==> config.mk <==
export PLATFORM = sky130hd
export DESIGN_NAME = region_buffer_index_table_flat
export DESIGN_NICKNAME = d
export VERILOG_FILES = /design/src/design/rbit_pkg.sv /design/src/design/rbit_chan_if.sv /design/src/design/rbit_div.sv /design/src/design/rbit_dp.sv /design/src/design/rbit_ctrl.sv /design/src/design/region_buffer_index_table.sv /design/src/flat_wrapper.sv
export SDC_FILE = /design/constraint.sdc
export NUM_CORES = 2
export LEC_CHECK = 0
export BUFFER_PORTS_ARGS = -buffer_cell sky130_fd_sc_hd__buf_2
export CORE_MARGIN = 1.5
export CORE_UTILIZATION = 50
export CTS_CLUSTER_DIAMETER = 150
export CTS_CLUSTER_SIZE = 14
export DETAILED_ROUTE_END_ITERATION = 8
export GPL_TIMING_DRIVEN = 0
export PLACE_DENSITY_LB_ADDON = 0.1
export REMOVE_ABC_BUFFERS = 1
export SYNTH_ARGS = -nofsm -noshare
export SYNTH_HDL_FRONTEND = slang
export SYNTH_SLANG_ARGS = --single-unit
==> constraint.sdc <==
create_clock -name clk_i -period 42.8 [get_ports clk_i]
set_clock_uncertainty 0.05 [all_clocks]
set_input_delay 8.56 -clock clk_i [delete_from_list [all_inputs] [get_ports clk_i]]
set_output_delay 8.56 -clock clk_i [all_outputs]
set_load 0.1 [all_outputs]
==> src/design/rbit_pkg.sv <==
// Shared types, widths and codes for the region buffer index table.
// Used by the channel interfaces, the divider, the datapath, the controller
// and the top level. Depends on nothing.
`default_nettype none

package rbit_pkg;

  // Field widths
  localparam int unsigned CmdW        = 1;
  localparam int unsigned AddrW       = 64;
  localparam int unsigned MbW         = 16;
  localparam int unsigned StatusW     = 2;
  localparam int unsigned BufIdxW     = 27;
  localparam int unsigned BlocksW     = 24;
  localparam int unsigned PagesW      = 11;
  localparam int unsigned MaxRegionsW = 4;
  localparam int unsigned CfgIdxW     = 1;
  localparam int unsigned CfgDataW    = 11;

  // One MiB is 256 pages of 4096 bytes.
  localparam int unsigned PageShift   = 12;
  localparam int unsigned MibShift    = 8;

  // Divider dividend: a lookup offset in pages is below 2^35.
  localparam int unsigned DivW        = 35;
  localparam int unsigned ProdW       = BlocksW + PagesW;
  // Region end address, one bit wider than an address so it never wraps.
  localparam int unsigned LimitW      = AddrW + 1;

  // Default table depth and configuration reset values.
  localparam int unsigned MaxRegionSlots    = 8;
  localparam int unsigned BlockPagesReset   = 2;
  localparam int unsigned MaxRegionsReset   = 8;

  // Command codes
  typedef enum logic [CmdW-1:0] {
    CMD_ADD    = 1'b0,
    CMD_LOOKUP = 1'b1
  } cmd_e;

  // Configuration register indexes
  typedef enum logic [CfgIdxW-1:0] {
    CFG_BLOCK_PAGES = 1'b0,
    CFG_MAX_REGIONS = 1'b1
  } cfg_idx_e;

  // Result status codes
  typedef enum logic [StatusW-1:0] {
    ST_OK    = 2'd0,
    ST_FULL  = 2'd1,
    ST_SMALL = 2'd2,
    ST_MISS  = 2'd3
  } status_e;

  // Which result the datapath should stage
  typedef enum logic [2:0] {
    RES_NONE   = 3'd0,
    RES_FULL   = 3'd1,
    RES_SMALL  = 3'd2,
    RES_MISS   = 3'd3,
    RES_ADD_OK = 3'd4,
    RES_LK_OK  = 3'd5
  } res_e;

  // Commands from the controller to the datapath
  typedef struct packed {
    logic load_in;
    logic div_start;
    logic mul;
    logic write_entry;
    logic scan_clr;
    logic scan_rd;
    logic load_out;
    res_e res;
  } cmd_t;

  // Status from the datapath to the controller
  typedef struct packed {
    logic is_lookup;
    logic addr_zero;
    logic full;
    logic pages_zero;
    logic div_done;
    logic quot_zero;
    logic scan_end;
    logic hit;
  } sts_t;

endpackage

`default_nettype wire

==> src/design/rbit_chan_if.sv <==
// Valid/ready channel interfaces for the request and response words.
// Depends on rbit_pkg for the field widths.
`default_nettype none

interface rbit_req_if;
  logic                          valid;
  logic                          ready;
  logic [rbit_pkg::CmdW-1:0]     cmd;
  logic [rbit_pkg::AddrW-1:0]    addr;
  logic [rbit_pkg::MbW-1:0]      region_mb;

  modport source (output valid, cmd, addr, region_mb, input ready);
  modport sink   (input valid, cmd, addr, region_mb, output ready);
endinterface

interface rbit_rsp_if;
  logic                          valid;
  logic                          ready;
  logic [rbit_pkg::StatusW-1:0]  status;
  logic [rbit_pkg::BufIdxW-1:0]  buf_index;
  logic [rbit_pkg::BlocksW-1:0]  blk_count;

  modport source (output valid, status, buf_index, blk_count, input ready);
  modport sink   (input valid, status, buf_index, blk_count, output ready);
endinterface

`default_nettype wire

==> src/design/rbit_div.sv <==
// Restoring serial divider, one quotient bit per cycle.
// Depends on rbit_pkg for the dividend and divisor widths.
`default_nettype none

module rbit_div (
  input  wire logic                        clk_i,
  input  wire logic                        rst_ni,
  input  wire logic                        start_i,
  input  wire logic [rbit_pkg::DivW-1:0]   dividend_i,
  input  wire logic [rbit_pkg::PagesW-1:0] divisor_i,
  output logic                             done_o,
  output logic [rbit_pkg::DivW-1:0]        quot_o
);

  localparam int unsigned CntW = $clog2(rbit_pkg::DivW + 1);

  logic [CntW-1:0]                 cnt_q, cnt_d;
  logic [rbit_pkg::DivW-1:0]       dvd_q, dvd_d;
  logic [rbit_pkg::PagesW-1:0]     rem_q, rem_d;
  logic [rbit_pkg::PagesW-1:0]     dsr_q, dsr_d;
  logic [rbit_pkg::PagesW:0]       trial;
  logic                            qbit;

  // One shift-and-subtract step; the dividend register fills with quotient bits.
  assign trial = {rem_q, dvd_q[rbit_pkg::DivW-1]};
  assign qbit  = (trial >= {1'b0, dsr_q});

  always_comb begin
    cnt_d = cnt_q;
    dvd_d = dvd_q;
    rem_d = rem_q;
    dsr_d = dsr_q;
    if (start_i) begin
      cnt_d = CntW'(rbit_pkg::DivW);
      dvd_d = dividend_i;
      rem_d = '0;
      dsr_d = divisor_i;
    end else if (cnt_q != '0) begin
      cnt_d = cnt_q - 1'b1;
      dvd_d = {dvd_q[rbit_pkg::DivW-2:0], qbit};
      rem_d = qbit ? rbit_pkg::PagesW'(trial - {1'b0, dsr_q})
                   : trial[rbit_pkg::PagesW-1:0];
    end
  end

  always_ff @(posedge clk_i or negedge rst_ni) begin
    if (!rst_ni) begin
      cnt_q <= '0;
    end else begin
      cnt_q <= cnt_d;
    end
  end

  always_ff @(posedge clk_i) begin
    dvd_q <= dvd_d;
    rem_q <= rem_d;
    dsr_q <= dsr_d;
  end

  assign done_o = (cnt_q == '0);
  assign quot_o = dvd_q;

endmodule

`default_nettype wire

==> src/design/rbit_dp.sv <==
// Datapath: configuration registers, region table memories, scan compare,
// block multiply, divider and result registers.
// Depends on rbit_pkg and rbit_div.
`default_nettype none

module rbit_dp #(
  parameter int unsigned MAX_REGION_SLOTS = rbit_pkg::MaxRegionSlots
) (
  input  wire logic                           clk_i,
  input  wire logic                           rst_ni,
  input  wire logic                           cfg_we_i,
  input  wire logic [rbit_pkg::CfgIdxW-1:0]   cfg_idx_i,
  input  wire logic [rbit_pkg::CfgDataW-1:0]  cfg_wdata_i,
  input  wire logic [rbit_pkg::CmdW-1:0]      in_cmd_i,
  input  wire logic [rbit_pkg::AddrW-1:0]     in_addr_i,
  input  wire logic [rbit_pkg::MbW-1:0]       in_region_mb_i,
  input  wire rbit_pkg::cmd_t                 cmd_i,
  output rbit_pkg::sts_t                      sts_o,
  output logic [rbit_pkg::StatusW-1:0]        out_status_o,
  output logic [rbit_pkg::BufIdxW-1:0]        out_buf_index_o,
  output logic [rbit_pkg::BlocksW-1:0]        out_blk_count_o
);

  localparam int unsigned IdxW = (MAX_REGION_SLOTS > 1) ? $clog2(MAX_REGION_SLOTS) : 1;
  localparam int unsigned CntW = $clog2(MAX_REGION_SLOTS + 1);

  // Configuration
  logic [rbit_pkg::PagesW-1:0]      block_pages_q;
  logic [rbit_pkg::MaxRegionsW-1:0] max_regions_q;

  // Latched request word
  logic [rbit_pkg::CmdW-1:0]        cmd_q;
  logic [rbit_pkg::AddrW-1:0]       addr_q;
  logic [rbit_pkg::MbW-1:0]         mb_q;

  // Table bookkeeping
  logic [CntW-1:0]                  used_q;
  logic [CntW-1:0]                  scan_q;
  logic [rbit_pkg::BufIdxW-1:0]     next_base_q;

  // Region table memories
  logic [rbit_pkg::AddrW-1:0]       base_mem  [MAX_REGION_SLOTS];
  logic [rbit_pkg::LimitW-1:0]      limit_mem [MAX_REGION_SLOTS];
  logic [rbit_pkg::PagesW-1:0]      pages_mem [MAX_REGION_SLOTS];
  logic [rbit_pkg::BufIdxW-1:0]     ibase_mem [MAX_REGION_SLOTS];

  // Registered read data
  logic [rbit_pkg::AddrW-1:0]       rd_base_q;
  logic [rbit_pkg::LimitW-1:0]      rd_limit_q;
  logic [rbit_pkg::PagesW-1:0]      rd_pages_q;
  logic [rbit_pkg::BufIdxW-1:0]     rd_ibase_q;

  // Add arithmetic
  logic [rbit_pkg::BlocksW-1:0]     blocks_q;
  logic [rbit_pkg::ProdW-1:0]       prod_q;
  logic [rbit_pkg::LimitW-1:0]      new_limit;

  // Divider
  logic [rbit_pkg::DivW-1:0]        div_dividend;
  logic [rbit_pkg::PagesW-1:0]      div_divisor;
  logic [rbit_pkg::DivW-1:0]        quot;
  logic                             div_done;

  // Lookup compare
  logic [rbit_pkg::AddrW-1:0]       diff;
  logic                             hit;

  // Result staging and output word
  logic [rbit_pkg::StatusW-1:0]     pend_status_q;
  logic [rbit_pkg::BufIdxW-1:0]     pend_idx_q;
  logic [rbit_pkg::BlocksW-1:0]     pend_cnt_q;
  logic [rbit_pkg::StatusW-1:0]     out_status_q;
  logic [rbit_pkg::BufIdxW-1:0]     out_idx_q;
  logic [rbit_pkg::BlocksW-1:0]     out_cnt_q;

  // Table limit is the smaller of the register and the table depth.
  logic [7:0] lim8;
  assign lim8 = (8'(max_regions_q) > 8'(MAX_REGION_SLOTS)) ? 8'(MAX_REGION_SLOTS)
                                                           : 8'(max_regions_q);

  // Configuration writes
  always_ff @(posedge clk_i or negedge rst_ni) begin
    if (!rst_ni) begin
      block_pages_q <= rbit_pkg::PagesW'(rbit_pkg::BlockPagesReset);
      max_regions_q <= rbit_pkg::MaxRegionsW'(rbit_pkg::MaxRegionsReset);
    end else if (cfg_we_i) begin
      case (cfg_idx_i)
        rbit_pkg::CFG_BLOCK_PAGES: block_pages_q <= cfg_wdata_i;
        rbit_pkg::CFG_MAX_REGIONS: max_regions_q <= cfg_wdata_i[rbit_pkg::MaxRegionsW-1:0];
        default: ;
      endcase
    end
  end

  // Request word capture
  always_ff @(posedge clk_i) begin
    if (cmd_i.load_in) begin
      cmd_q  <= in_cmd_i;
      addr_q <= in_addr_i;
      mb_q   <= in_region_mb_i;
    end
  end

  // Region count, running index base and scan pointer
  always_ff @(posedge clk_i or negedge rst_ni) begin
    if (!rst_ni) begin
      used_q      <= '0;
      next_base_q <= '0;
      scan_q      <= '0;
    end else begin
      if (cmd_i.write_entry) begin
        used_q      <= CntW'(used_q + 1'b1);
        next_base_q <= next_base_q + rbit_pkg::BufIdxW'(blocks_q);
      end
      if (cmd_i.scan_clr) begin
        scan_q <= '0;
      end else if (cmd_i.scan_rd) begin
        scan_q <= CntW'(scan_q + 1'b1);
      end
    end
  end

  // Region end address, computed without wrap.
  assign new_limit = {1'b0, addr_q}
                   + rbit_pkg::LimitW'({prod_q, {rbit_pkg::PageShift{1'b0}}});

  // Table write port
  always_ff @(posedge clk_i) begin
    if (cmd_i.write_entry) begin
      base_mem[used_q[IdxW-1:0]]  <= addr_q;
      limit_mem[used_q[IdxW-1:0]] <= new_limit;
      pages_mem[used_q[IdxW-1:0]] <= block_pages_q;
      ibase_mem[used_q[IdxW-1:0]] <= next_base_q;
    end
  end

  // Table read port, registered
  always_ff @(posedge clk_i) begin
    if (cmd_i.scan_rd) begin
      rd_base_q  <= base_mem[scan_q[IdxW-1:0]];
      rd_limit_q <= limit_mem[scan_q[IdxW-1:0]];
      rd_pages_q <= pages_mem[scan_q[IdxW-1:0]];
      rd_ibase_q <= ibase_mem[scan_q[IdxW-1:0]];
    end
  end

  // Region hit test and page offset within the region
  assign diff = addr_q - rd_base_q;
  assign hit  = (addr_q >= rd_base_q) && ({1'b0, addr_q} < rd_limit_q);

  // Divider operands: size in pages over block pages for an add,
  // page offset over the region's block pages for a lookup.
  always_comb begin
    if (cmd_q == rbit_pkg::CMD_LOOKUP) begin
      div_dividend = diff[rbit_pkg::PageShift +: rbit_pkg::DivW];
      div_divisor  = rd_pages_q;
    end else begin
      div_dividend = rbit_pkg::DivW'({mb_q, {rbit_pkg::MibShift{1'b0}}});
      div_divisor  = block_pages_q;
    end
  end

  rbit_div u_div (
    .clk_i      (clk_i),
    .rst_ni     (rst_ni),
    .start_i    (cmd_i.div_start),
    .dividend_i (div_dividend),
    .divisor_i  (div_divisor),
    .done_o     (div_done),
    .quot_o     (quot)
  );

  // Block count and region size in pages
  always_ff @(posedge clk_i) begin
    if (cmd_i.mul) begin
      blocks_q <= quot[rbit_pkg::BlocksW-1:0];
      prod_q   <= rbit_pkg::ProdW'(quot[rbit_pkg::BlocksW-1:0])
                * rbit_pkg::ProdW'(block_pages_q);
    end
  end

  // Result staging
  always_ff @(posedge clk_i) begin
    case (cmd_i.res)
      rbit_pkg::RES_FULL: begin
        pend_status_q <= rbit_pkg::ST_FULL;
        pend_idx_q    <= '0;
        pend_cnt_q    <= '0;
      end
      rbit_pkg::RES_SMALL: begin
        pend_status_q <= rbit_pkg::ST_SMALL;
        pend_idx_q    <= '0;
        pend_cnt_q    <= '0;
      end
      rbit_pkg::RES_MISS: begin
        pend_status_q <= rbit_pkg::ST_MISS;
        pend_idx_q    <= '0;
        pend_cnt_q    <= '0;
      end
      rbit_pkg::RES_ADD_OK: begin
        pend_status_q <= rbit_pkg::ST_OK;
        pend_idx_q    <= next_base_q;
        pend_cnt_q    <= blocks_q;
      end
      rbit_pkg::RES_LK_OK: begin
        pend_status_q <= rbit_pkg::ST_OK;
        pend_idx_q    <= rd_ibase_q + quot[rbit_pkg::BufIdxW-1:0];
        pend_cnt_q    <= '0;
      end
      default: ;
    endcase
  end

  // Output word register
  always_ff @(posedge clk_i) begin
    if (cmd_i.load_out) begin
      out_status_q <= pend_status_q;
      out_idx_q    <= pend_idx_q;
      out_cnt_q    <= pend_cnt_q;
    end
  end

  assign out_status_o    = out_status_q;
  assign out_buf_index_o = out_idx_q;
  assign out_blk_count_o = out_cnt_q;

  // Status to the controller
  assign sts_o.is_lookup  = (cmd_q == rbit_pkg::CMD_LOOKUP);
  assign sts_o.addr_zero  = (addr_q == '0);
  assign sts_o.full       = (8'(used_q) >= lim8);
  assign sts_o.pages_zero = (block_pages_q == '0);
  assign sts_o.div_done   = div_done;
  assign sts_o.quot_zero  = (quot == '0);
  assign sts_o.scan_end   = (scan_q == used_q);
  assign sts_o.hit        = hit;

  // A region is only written into a table that has room.
  a_write_not_full: assert property (@(posedge clk_i) disable iff (!rst_ni)
    cmd_i.write_entry |-> !sts_o.full)
    else $error("region written into a full table");

  // Each write adds one region and advances the index base by its blocks.
  a_write_bookkeeping: assert property (@(posedge clk_i) disable iff (!rst_ni)
    cmd_i.write_entry |=> (used_q == CntW'($past(used_q) + 1'b1)) &&
      (next_base_q == $past(next_base_q) + rbit_pkg::BufIdxW'($past(blocks_q))))
    else $error("region count or index base out of step");

  // The scan never reads past the filled part of the table.
  a_scan_in_range: assert property (@(posedge clk_i) disable iff (!rst_ni)
    cmd_i.scan_rd |-> (scan_q < used_q))
    else $error("scan read beyond the filled regions");

endmodule

`default_nettype wire

==> src/design/rbit_ctrl.sv <==
// Controller state machine: sequences add and lookup commands over the
// datapath and owns the channel handshakes. Depends on rbit_pkg.
`default_nettype none

module rbit_ctrl (
  input  wire logic           clk_i,
  input  wire logic           rst_ni,
  input  wire logic           in_valid_i,
  output logic                in_ready_o,
  output logic                out_valid_o,
  input  wire logic           out_ready_i,
  output rbit_pkg::cmd_t      cmd_o,
  input  wire rbit_pkg::sts_t sts_i
);

  typedef enum logic [7:0] {
    S_IDLE    = 8'b0000_0001,
    S_DECODE  = 8'b0000_0010,
    S_ADD_DIV = 8'b0000_0100,
    S_ADD_WR  = 8'b0000_1000,
    S_LK_RD   = 8'b0001_0000,
    S_LK_CHK  = 8'b0010_0000,
    S_LK_DIV  = 8'b0100_0000,
    S_RESP    = 8'b1000_0000
  } state_e;

  state_e state_q, state_d;
  logic   out_valid_q, out_valid_d;

  // Next state and datapath commands
  always_comb begin
    state_d    = state_q;
    cmd_o      = '0;
    cmd_o.res  = rbit_pkg::RES_NONE;
    in_ready_o = 1'b0;
    unique case (state_q)
      S_IDLE: begin
        in_ready_o = 1'b1;
        if (in_valid_i) begin
          cmd_o.load_in = 1'b1;
          state_d       = S_DECODE;
        end
      end
      S_DECODE: begin
        if (sts_i.is_lookup) begin
          if (sts_i.addr_zero) begin
            cmd_o.res = rbit_pkg::RES_MISS;
            state_d   = S_RESP;
          end else begin
            cmd_o.scan_clr = 1'b1;
            state_d        = S_LK_RD;
          end
        end else if (sts_i.full) begin
          cmd_o.res = rbit_pkg::RES_FULL;
          state_d   = S_RESP;
        end else if (sts_i.pages_zero) begin
          cmd_o.res = rbit_pkg::RES_SMALL;
          state_d   = S_RESP;
        end else begin
          cmd_o.div_start = 1'b1;
          state_d         = S_ADD_DIV;
        end
      end
      S_ADD_DIV: begin
        if (sts_i.div_done) begin
          if (sts_i.quot_zero) begin
            cmd_o.res = rbit_pkg::RES_SMALL;
            state_d   = S_RESP;
          end else begin
            cmd_o.mul = 1'b1;
            state_d   = S_ADD_WR;
          end
        end
      end
      S_ADD_WR: begin
        cmd_o.write_entry = 1'b1;
        cmd_o.res         = rbit_pkg::RES_ADD_OK;
        state_d           = S_RESP;
      end
      S_LK_RD: begin
        if (sts_i.scan_end) begin
          cmd_o.res = rbit_pkg::RES_MISS;
          state_d   = S_RESP;
        end else begin
          cmd_o.scan_rd = 1'b1;
          state_d       = S_LK_CHK;
        end
      end
      S_LK_CHK: begin
        if (sts_i.hit) begin
          cmd_o.div_start = 1'b1;
          state_d         = S_LK_DIV;
        end else begin
          state_d = S_LK_RD;
        end
      end
      S_LK_DIV: begin
        if (sts_i.div_done) begin
          cmd_o.res = rbit_pkg::RES_LK_OK;
          state_d   = S_RESP;
        end
      end
      S_RESP: begin
        if (!out_valid_q || out_ready_i) begin
          cmd_o.load_out = 1'b1;
          state_d        = S_IDLE;
        end
      end
      default: begin
        state_d = S_IDLE;
      end
    endcase
  end

  // Output word valid flag
  always_comb begin
    out_valid_d = out_valid_q;
    if (cmd_o.load_out) begin
      out_valid_d = 1'b1;
    end else if (out_ready_i) begin
      out_valid_d = 1'b0;
    end
  end

  always_ff @(posedge clk_i or negedge rst_ni) begin
    if (!rst_ni) begin
      state_q     <= S_IDLE;
      out_valid_q <= 1'b0;
    end else begin
      state_q     <= state_d;
      out_valid_q <= out_valid_d;
    end
  end

  assign out_valid_o = out_valid_q;

  // One word at a time: after an accept the input stays closed.
  a_one_in_flight: assert property (@(posedge clk_i) disable iff (!rst_ni)
    (in_valid_i && in_ready_o) |=> !in_ready_o)
    else $error("second word accepted while one is in flight");

  // The output register is only overwritten once its word has left.
  a_no_overwrite: assert property (@(posedge clk_i) disable iff (!rst_ni)
    cmd_o.load_out |-> (!out_valid_q || out_ready_i))
    else $error("output word overwritten before it was taken");

  // The divider starts only from decode or a region hit.
  a_div_start: assert property (@(posedge clk_i) disable iff (!rst_ni)
    cmd_o.div_start |-> ((state_q == S_DECODE) || (state_q == S_LK_CHK && sts_i.hit)))
    else $error("divider started from an unexpected state");

endmodule

`default_nettype wire

==> src/design/region_buffer_index_table.sv <==
// Top level of the region buffer index table.
// Depends on rbit_pkg, rbit_chan_if, rbit_ctrl and rbit_dp.
//
// Usage:
// Request words arrive on req_i (valid/ready). cmd selects an add (region base
// in addr, size in MiB in region_mb) or a lookup of the byte address in addr.
// Every request word produces exactly one response word on rsp_o: status,
// buffer index and, for an add, the region's block count.
// Configuration (block_pages, max_regions) is written through cfg_we_i,
// cfg_idx_i and cfg_wdata_i while no request is in flight.
// One word is worked on at a time. A stored add runs the 35-step serial
// divider that splits the size into blocks, then writes the region; an add
// that holds no whole block is answered without being stored. A lookup reads
// and compares the regions one after another and answers a miss once all are
// scanned; on a hit it runs the divider on the page offset. A lookup of
// address zero and an add refused for a full table or a zero block size
// answer straight from decode. The next word is taken the cycle after a
// response is placed in the output register.
// A stalled receiver holds the response in the output register; the block
// finishes the next word and then waits for that register to empty.
// Reset empties the table and restores block_pages to 2 and max_regions to 8.
`default_nettype none

module region_buffer_index_table #(
  parameter int unsigned MAX_REGION_SLOTS = rbit_pkg::MaxRegionSlots
) (
  input  wire logic                          clk_i,
  input  wire logic                          rst_ni,
  rbit_req_if.sink                           req_i,
  rbit_rsp_if.source                         rsp_o,
  input  wire logic                          cfg_we_i,
  input  wire logic [rbit_pkg::CfgIdxW-1:0]  cfg_idx_i,
  input  wire logic [rbit_pkg::CfgDataW-1:0] cfg_wdata_i
);

  rbit_pkg::cmd_t cmd;
  rbit_pkg::sts_t sts;
  logic           in_ready;
  logic           out_valid;

  rbit_ctrl u_ctrl (
    .clk_i       (clk_i),
    .rst_ni      (rst_ni),
    .in_valid_i  (req_i.valid),
    .in_ready_o  (in_ready),
    .out_valid_o (out_valid),
    .out_ready_i (rsp_o.ready),
    .cmd_o       (cmd),
    .sts_i       (sts)
  );

  rbit_dp #(
    .MAX_REGION_SLOTS (MAX_REGION_SLOTS)
  ) u_dp (
    .clk_i           (clk_i),
    .rst_ni          (rst_ni),
    .cfg_we_i        (cfg_we_i),
    .cfg_idx_i       (cfg_idx_i),
    .cfg_wdata_i     (cfg_wdata_i),
    .in_cmd_i        (req_i.cmd),
    .in_addr_i       (req_i.addr),
    .in_region_mb_i  (req_i.region_mb),
    .cmd_i           (cmd),
    .sts_o           (sts),
    .out_status_o    (rsp_o.status),
    .out_buf_index_o (rsp_o.buf_index),
    .out_blk_count_o (rsp_o.blk_count)
  );

  assign req_i.ready = in_ready;
  assign rsp_o.valid = out_valid;

endmodule

`default_nettype wire
==> src/flat_wrapper.sv <==
// flat-port wrapper written by rule: the top's interface ports become plain ports
module region_buffer_index_table_flat 
#(
  parameter int unsigned MAX_REGION_SLOTS = rbit_pkg::MaxRegionSlots
)
  (clk_i, rst_ni, cfg_we_i, cfg_idx_i, cfg_wdata_i, req_i_valid, req_i_cmd, req_i_addr, req_i_region_mb, req_i_ready, rsp_o_valid, rsp_o_status, rsp_o_buf_index, rsp_o_blk_count, rsp_o_ready);
  rbit_req_if req_i_i ();
  rbit_rsp_if rsp_o_i ();
  input  wire logic clk_i;
  input  wire logic rst_ni;
  input  wire logic cfg_we_i;
  input  wire logic [rbit_pkg::CfgIdxW-1:0] cfg_idx_i;
  input  wire logic [rbit_pkg::CfgDataW-1:0] cfg_wdata_i;
  input wire logic [$bits(req_i_i.valid)-1:0] req_i_valid;
  input wire logic [$bits(req_i_i.cmd)-1:0] req_i_cmd;
  input wire logic [$bits(req_i_i.addr)-1:0] req_i_addr;
  input wire logic [$bits(req_i_i.region_mb)-1:0] req_i_region_mb;
  output wire logic [$bits(req_i_i.ready)-1:0] req_i_ready;
  output wire logic [$bits(rsp_o_i.valid)-1:0] rsp_o_valid;
  output wire logic [$bits(rsp_o_i.status)-1:0] rsp_o_status;
  output wire logic [$bits(rsp_o_i.buf_index)-1:0] rsp_o_buf_index;
  output wire logic [$bits(rsp_o_i.blk_count)-1:0] rsp_o_blk_count;
  input wire logic [$bits(rsp_o_i.ready)-1:0] rsp_o_ready;
  assign req_i_i.valid = req_i_valid;
  assign req_i_i.cmd = req_i_cmd;
  assign req_i_i.addr = req_i_addr;
  assign req_i_i.region_mb = req_i_region_mb;
  assign req_i_ready = req_i_i.ready;
  assign rsp_o_valid = rsp_o_i.valid;
  assign rsp_o_status = rsp_o_i.status;
  assign rsp_o_buf_index = rsp_o_i.buf_index;
  assign rsp_o_blk_count = rsp_o_i.blk_count;
  assign rsp_o_i.ready = rsp_o_ready;
  region_buffer_index_table #(.MAX_REGION_SLOTS(MAX_REGION_SLOTS)) u_core (.clk_i(clk_i), .rst_ni(rst_ni), .req_i(req_i_i), .rsp_o(rsp_o_i), .cfg_we_i(cfg_we_i), .cfg_idx_i(cfg_idx_i), .cfg_wdata_i(cfg_wdata_i));
endmodule
== Word level (Yosys, flattened, before mapping) ==
Memories as Yosys holds them, arrays and structs flattened. A register that Yosys moved wholly into a read port is not among the register bits.
Index checks and enable logic that the tools add are counted.

* Eq/ne operators: 18
* Muxes and demuxes: 57
* Bitwise logic cells: 1
* Magnitude comparators: 5
* Add/subtract/negate cells: 8
* $mul: 1
* Reductions and logical operators: 20

{| class="wikitable"
|+ Operators with widths
! cell !! count
|-
| 35-bit two-way mux || 3
|-
| 27-bit one-hot mux with 3 select lines || 1
|-
| 8-bit two-way mux || 10
|-
| 64-bit by 47-bit adder with 65-bit output || 1
|-
| 64-bit by 65-bit less-than comparator with 1-bit output || 1
|-
| 64-bit >= comparator || 1
|-
| 64-bit zero test || 1
|-
| 8-bit one-hot mux with 8 select lines || 1
|-
| 24-bit one-hot mux with 2 select lines || 1
|-
| 47-bit subtractor || 1
|-
| 35-bit zero test || 1
|-
| 24-bit by 11-bit multiplier with 35-bit output || 1
|-
| 27-bit by 24-bit adder with 27-bit output || 1
|-
| 27-bit adder || 1
|-
| 1-bit two-way mux || 22
|-
| 11-bit two-way mux || 2
|-
| 3-bit one-hot mux with 5 select lines || 1
|-
| 12-bit by 11-bit >= comparator with 1-bit output || 1
|-
| 2-bit two-way mux || 6
|-
| 4-bit two-way mux || 3
|-
| 6-bit two-way mux || 2
|-
| 11-bit zero test || 1
|-
| 11-bit subtractor || 1
|-
| 4-bit by 1-bit adder with 4-bit output (second input constant) || 2
|-
| 34 further kinds || 44
|}

* Output and inout port bits: 55
* Register bits after elaboration: 368
* Memories kept: 4
* Bits of input ports: 98
* RAM bits: 1336

{| class="wikitable"
|+ Memory list
! name !! words !! width !! rd ports !! clocked after Yosys merged registers in !! wr ports !! line !! RTL
|-
| u_core.u_dp.limit_mem || 8 || 65 || 1 || 1 || 1 || rbit_dp.sv:43 || <nowiki>logic [rbit_pkg::LimitW-1:0] limit_mem [MAX_REGION_SLOTS];</nowiki>
|-
| u_core.u_dp.base_mem || 8 || 64 || 1 || 1 || 1 || rbit_dp.sv:42 || <nowiki>logic [rbit_pkg::AddrW-1:0] base_mem [MAX_REGION_SLOTS];</nowiki>
|-
| u_core.u_dp.ibase_mem || 8 || 27 || 1 || 1 || 1 || rbit_dp.sv:45 || <nowiki>logic [rbit_pkg::BufIdxW-1:0] ibase_mem [MAX_REGION_SLOTS];</nowiki>
|-
| u_core.u_dp.pages_mem || 8 || 11 || 1 || 1 || 1 || rbit_dp.sv:44 || <nowiki>logic [rbit_pkg::PagesW-1:0] pages_mem [MAX_REGION_SLOTS];</nowiki>
|}

== Depth between registers and ports, before layout ==
* Depth after elaboration: 9
* Depth in mapped cells: 24
* Gate-level depth less buffers: 22

== Hierarchy ==
Synthesis repeated with hierarchy kept, for this count alone.

* Cells, all modules: 5146
* Area total of the unflattened synthesis: 82633.0 µm²

{| class="wikitable"
|+ Modules (own cells, without submodules)
! module !! times used !! cells an instance !! area each (µm²) !! sequential area each (µm²)
|-
| rbit_dp || 1 || 4803 || 78766.8 || 50531.0
|-
| rbit_div || 1 || 266 || 3184.3 || 1751.7
|-
| rbit_ctrl || 1 || 77 || 681.9 || 226.5
|}

== Worst setup path before layout ==
Ideal clock, no wire load.

* Path kind: register -> register
* Start point: register u_core.u_ctrl.state_q[1]
* End point: memory u_core.u_dp.base_mem[2][0] in the netlist's numbering, enable pin
* Stages on the path, launching flop included: 6
* Data required time: 41.645 ns
* Setup slack: 24.543 ns
* Arrival time: 17.102 ns
* Clock period less this slack: 18.257 ns
* Path buffers: 1
* Library setup time: 1.105 ns
* Cell sequence: dfrtp_1 nor4_1 and2_1 nand3b_1 clkbuf_1 nor4b_1

* Cells in the longest elaborated chain, start to end: 4

{| class="wikitable"
|+ Ends and longest elaborated chain
! what !! line !! RTL
|-
| from (decl) || rbit_ctrl.sv:27 || <nowiki>state_e state_q, state_d;</nowiki>
|-
| from (signal assigned) || rbit_ctrl.sv:130 || <nowiki>state_q <= state_d;</nowiki>
|-
| 8-bit by 4-bit equality test with 1-bit output || rbit_ctrl.sv:36 || <nowiki>unique case (state_q)</nowiki>
|-
| 1-bit two-way mux || rbit_ctrl.sv:36 ||
|-
| 1-bit two-way mux || rbit_dp.sv:129 || <nowiki>if (cmd_i.write_entry) begin</nowiki>
|-
| 1-bit two-way mux (not written as such) || rbit_dp.sv:130 || <nowiki>base_mem[used_q[IdxW-1:0]] <= addr_q;</nowiki>
|-
| to (decl) || rbit_dp.sv:42 ||
|}

No other way between the ends.

== Worst setup path in the final report ==
* Start point: register u_core.u_ctrl.state_q[5]
* End point: output port req_i_ready

* Cells in the longest elaborated chain, start to end: 2

{| class="wikitable"
|+ Ends and longest elaborated chain
! what !! line !! RTL
|-
| 8-bit by 1-bit equality test with 1-bit output || rbit_ctrl.sv:36 ||
|-
| 1-bit two-way mux || rbit_ctrl.sv:36 ||
|-
| to (decl) || flat_wrapper.sv:18 || <nowiki>output wire logic [$bits(req_i_i.ready)-1:0] req_i_ready;</nowiki>
|}

No other way between the ends.

==> results.py <==
metrics = {
    "final_layout": {
        "layout_common_cells": "edfxtp_1, inv_1, nand2_1",
        "final_cell_count_no_fill": 7573,
        "fin_nets": 5946,
        "drive_above_1_share_pct": 20.35,
        "fin_area_um2": 91170,
        "area_growth_pct": 12.09,
        "layout_commonest_cell": "edfxtp_1",
        "fin_util_pct": 56.59,
    },
    "detailed_routing": {
        "firstDrtPassIters": 5,
        "routed.top_layer": "met4",
        "vias_per_cell": 5.781,
        "drc": 0,
        "avgRoutedWirePerCell_um": 25.34,
        "wl_mm": 191.9,
        "initialDrtViolationCount": 3157,
        "ant_nets": 0,
        "wl_met3_mm": 9.113,
        "wl_met2_mm": 91.74,
        "dr_total_vias": 43779,
        "wl_met1_mm": 86.46,
    },
    "job": {
        "max-cap-violations": 0,
    },
    "yosys": {
        "synth-edff-count": 1687,
        "synth_top_family_by_area": "multiplexers",
        "mappedNetlistArea_um2": 81340,
        "synth-simple-area-share_pct": 5.264,
        "ys_async_sr_fraction_pct": 3.687,
        "synthAdderAreaFrac_pct": 9.439,
        "syn_area_per_cell_um2": 16.26,
        "ys_warn_count": 0,
        "synth_compound_area_share_pct": 4.846,
        "synthXorXnorAreaFrac_pct": 1.863,
        "synth-seq-cells": 1763,
        "yosysSeqAreaShare_pct": 64.56,
        "synth.area.mux_share_pct": 11.30,
        "synth_flop_cell": "edfxtp_1",
        "synth_cells": 5002,
        "ys_types": 83,
    },
    "global_routing": {
        "grt.total_usage_pct": 23.80,
        "overflow": 0,
        "grt_max_degree": 59,
        "antenna_found_initial": 6,
        "grt_pass1_vias": 44760,
        "grt_pass1_wl_mm": 288.8,
    },
    "clock_network": {
        "clk_root_buffer_cell": "clkbuf_16",
        "htreeDepth": 4,
        "cts_resized": 0,
        "cts-buffers-inserted": 143,
        "cts_setup_buffers": 0,
        "holdBufCountCts": 0,
        "clk_latency_ns": 0.82,
        "cts.sinks": 1763,
        "clkTransAtPathRegs_ns": 0.07,
        "clockBufferDepth": 3,
        "cts_tree": "yes",
    },
    "setup_path": {
        "startpoint_type": "flop",
        "cp_max_fo": 5,
        "crit_path_end_kind": "output port",
        "arrival_ns": 2.47,
        "path_cells": "nor2_1 -> nand3b_1 -> nor2_1 -> buf_2",
        "path_common_cell": "nor2_1",
        "crit_family": "simple AND/OR/NAND/NOR gates",
        "reg2reg_depth": 19,
        "slowest_stage": "buf_2",
        "cp.required_ns": 34.19,
        "slowest_delay_ns": 0.52,
        "path_buf_inv": 1,
        "worstSetupPathDepth": 4,
        "crit_type": "reg -> out",
    },
    "floorplan": {
        "coreArea_um2": 161100,
        "fp.dieW_um": 406.3,
        "die_area_um2": 165100,
        "io_pins": 153,
        "start_util_pct": 50.48,
        "num_rows": 147,
        "die_h_um": 406.3,
    },
    "sta": {
        "fin_crit_ns": 11.08,
        "rsz0062_at_grt": "false",
        "worstMarginPinSlew_ns": 1.416,
        "drv_slew": 0,
        "fmax_ghz": 0.09022,
        "slew_headroom_pct": 5.618,
        "setup_viol": 0,
        "period_share_pct": 25.90,
        "hold_viol": 0,
        "final.setup.tns_ns": 0,
    },
    "placed_design": {
        "dp_cells": 7370,
        "dp_hpwl_mm": 132.6,
        "place_congestion": 0.8518,
        "portBuffers": 152,
        "postPlaceCellArea_um2": 87130,
    },
    "min_path": {
        "hold-path-cell-count": 0,
        "min_path_type": "reg -> reg",
    },
    "status": {
        "outcome": "completed",
    },
}
[Yosys cell counts (all sizes together) (7+ instances only)]
| library cell | instances | area, µm² |
|---|---|---|
| edfxtp | 1687 | 50660 |
| inv | 397 | 1490 |
| nand2 | 333 | 1250 |
| mux4 | 310 | 6982 |
| ha | 292 | 3654 |
| fa | 201 | 4024 |
| a21oi | 195 | 975.9 |
| mux2 | 183 | 2061 |
| clkbuf | 148 | 555.5 |
| and2 | 140 | 875.8 |
| nor2 | 126 | 489.2 |
| o21ai | 118 | 594.3 |
| xnor2 | 107 | 937.2 |
| a21o | 87 | 653.1 |
| xor2 | 66 | 578.1 |
| dfrtp | 62 | 1551 |
| nand3 | 51 | 255.2 |
| buf | 41 | 172.7 |
| nor3 | 40 | 200.2 |
| nand4 | 39 | 244.0 |
| nor4 | 37 | 231.5 |
| a211oi | 34 | 260.3 |
| a22o | 26 | 227.7 |
| nand2b | 25 | 156.4 |
| nor2b | 23 | 143.9 |
| o21bai | 22 | 165.2 |
| o21a | 17 | 127.6 |
| o31ai | 17 | 127.6 |
| mux2i | 15 | 150.1 |
| and3 | 14 | 87.58 |
| a31oi | 12 | 81.33 |
| dfxtp | 11 | 220.2 |
| or3 | 10 | 62.56 |
| a2111oi | 9 | 103.9 |
| and4 | 7 | 61.31 |
| nand3b | 7 | 52.55 |
[worst paths after layout]
| check | end | slack, ns | startpoint |
|---|---|---|---|
| max in group asynchronous | u_core.u_dp.max_regions_q[3]$_DFFE_PN1P_ | 34.39 | rst_ni |
| min | u_core.u_dp.out_buf_index_o[19]$_DFFE_PP_ | 0.37 | u_core.u_dp.pend_idx_q[19]$_DFFE_PP_ |
| min in group asynchronous | u_core.u_dp.next_base_q[16]$_DFFE_PN0P_ | 7.66 | rst_ni |
| max reg2reg | u_core.u_dp.prod_q[31]$_DFFE_PP_ | 35.31 | u_core.u_dp.block_pages_q[10]$_DFFE_PN0P_ |
| max | req_i_ready | 31.72 | u_core.u_ctrl.state_q[5]$_DFFE_PN0P_ |
| min reg2reg | u_core.u_dp.out_buf_index_o[19]$_DFFE_PP_ | 0.37 | u_core.u_dp.pend_idx_q[19]$_DFFE_PP_ |
[cell families (layout without fill, tap and decap cells)]
logic type	after synthesis	after routing
and+or+nand+nor	872	872
xor gates and xnor gates	173	173
other	0	4
adders and majority gates	493	493
muxes	508	508
AOI/OAI and AO/OA	607	607
buffers and inverters	586	993
DFF	1763	1763
[routing by layer]
metal  track usage (%)  vias to the layer above
li1                  -                    19599
met1             34.28                    22829
met2             38.38                     1101
met3             3.242                      250
met4             6.236                        0
met5                 0                        -
[flip-flops by register name (all words and copies together) (netlist names), 6 cells and up]
register                     cells
u_core.u_dp.u_div.dsr_q         11
u_core.u_dp.pages_mem           88
u_core.u_ctrl.state_q            8
u_core.u_dp.rd_ibase_q          27
u_core.u_dp.out_blk_count_o     24
u_core.u_dp.rd_limit_q          53
u_core.u_dp.addr_q              64
u_core.u_dp.pend_cnt_q          24
u_core.u_dp.u_div.cnt_q          6
u_core.u_dp.rd_base_q           64
u_core.u_dp.base_mem           512
u_core.u_dp.u_div.quot_o        35
u_core.u_dp.ibase_mem          216
u_core.u_dp.block_pages_q       11
u_core.u_dp.prod_q              35
u_core.u_dp.next_base_q         27
u_core.u_dp.out_buf_index_o     27
u_core.u_dp.limit_mem          424
u_core.u_dp.u_div.rem_q         11
u_core.u_dp.rd_pages_q          11
u_core.u_dp.blocks_q            24
u_core.u_dp.pend_idx_q          27
u_core.u_dp.mb_q                16
[area by class of cell]
type	instances	area [µm²]
multi-input combinational	2653	26710
sequential	1763	52530
inverter	397	1490
tap	2160	2703
clock buffer	185	3757
timing repair buffer	397	3702
clock inverter	14	267.8
antenna	4	10.01
fill	12550	69950
[stage by stage]
stage / worst slack, ns / hold WS, ns
finish: 31.72 / 0.3671
global route: 31.56 / 0.3744
CTS: 31.65 / 0.3694
detailed placement: 32.52 / 0.3545
global placement: 0.7205 / 0.3507
floorplan: 23.40 / 0.3503
Power is not shown: default switching activity piles up to over one toggle a cycle in this logic, so the estimate is an artifact.
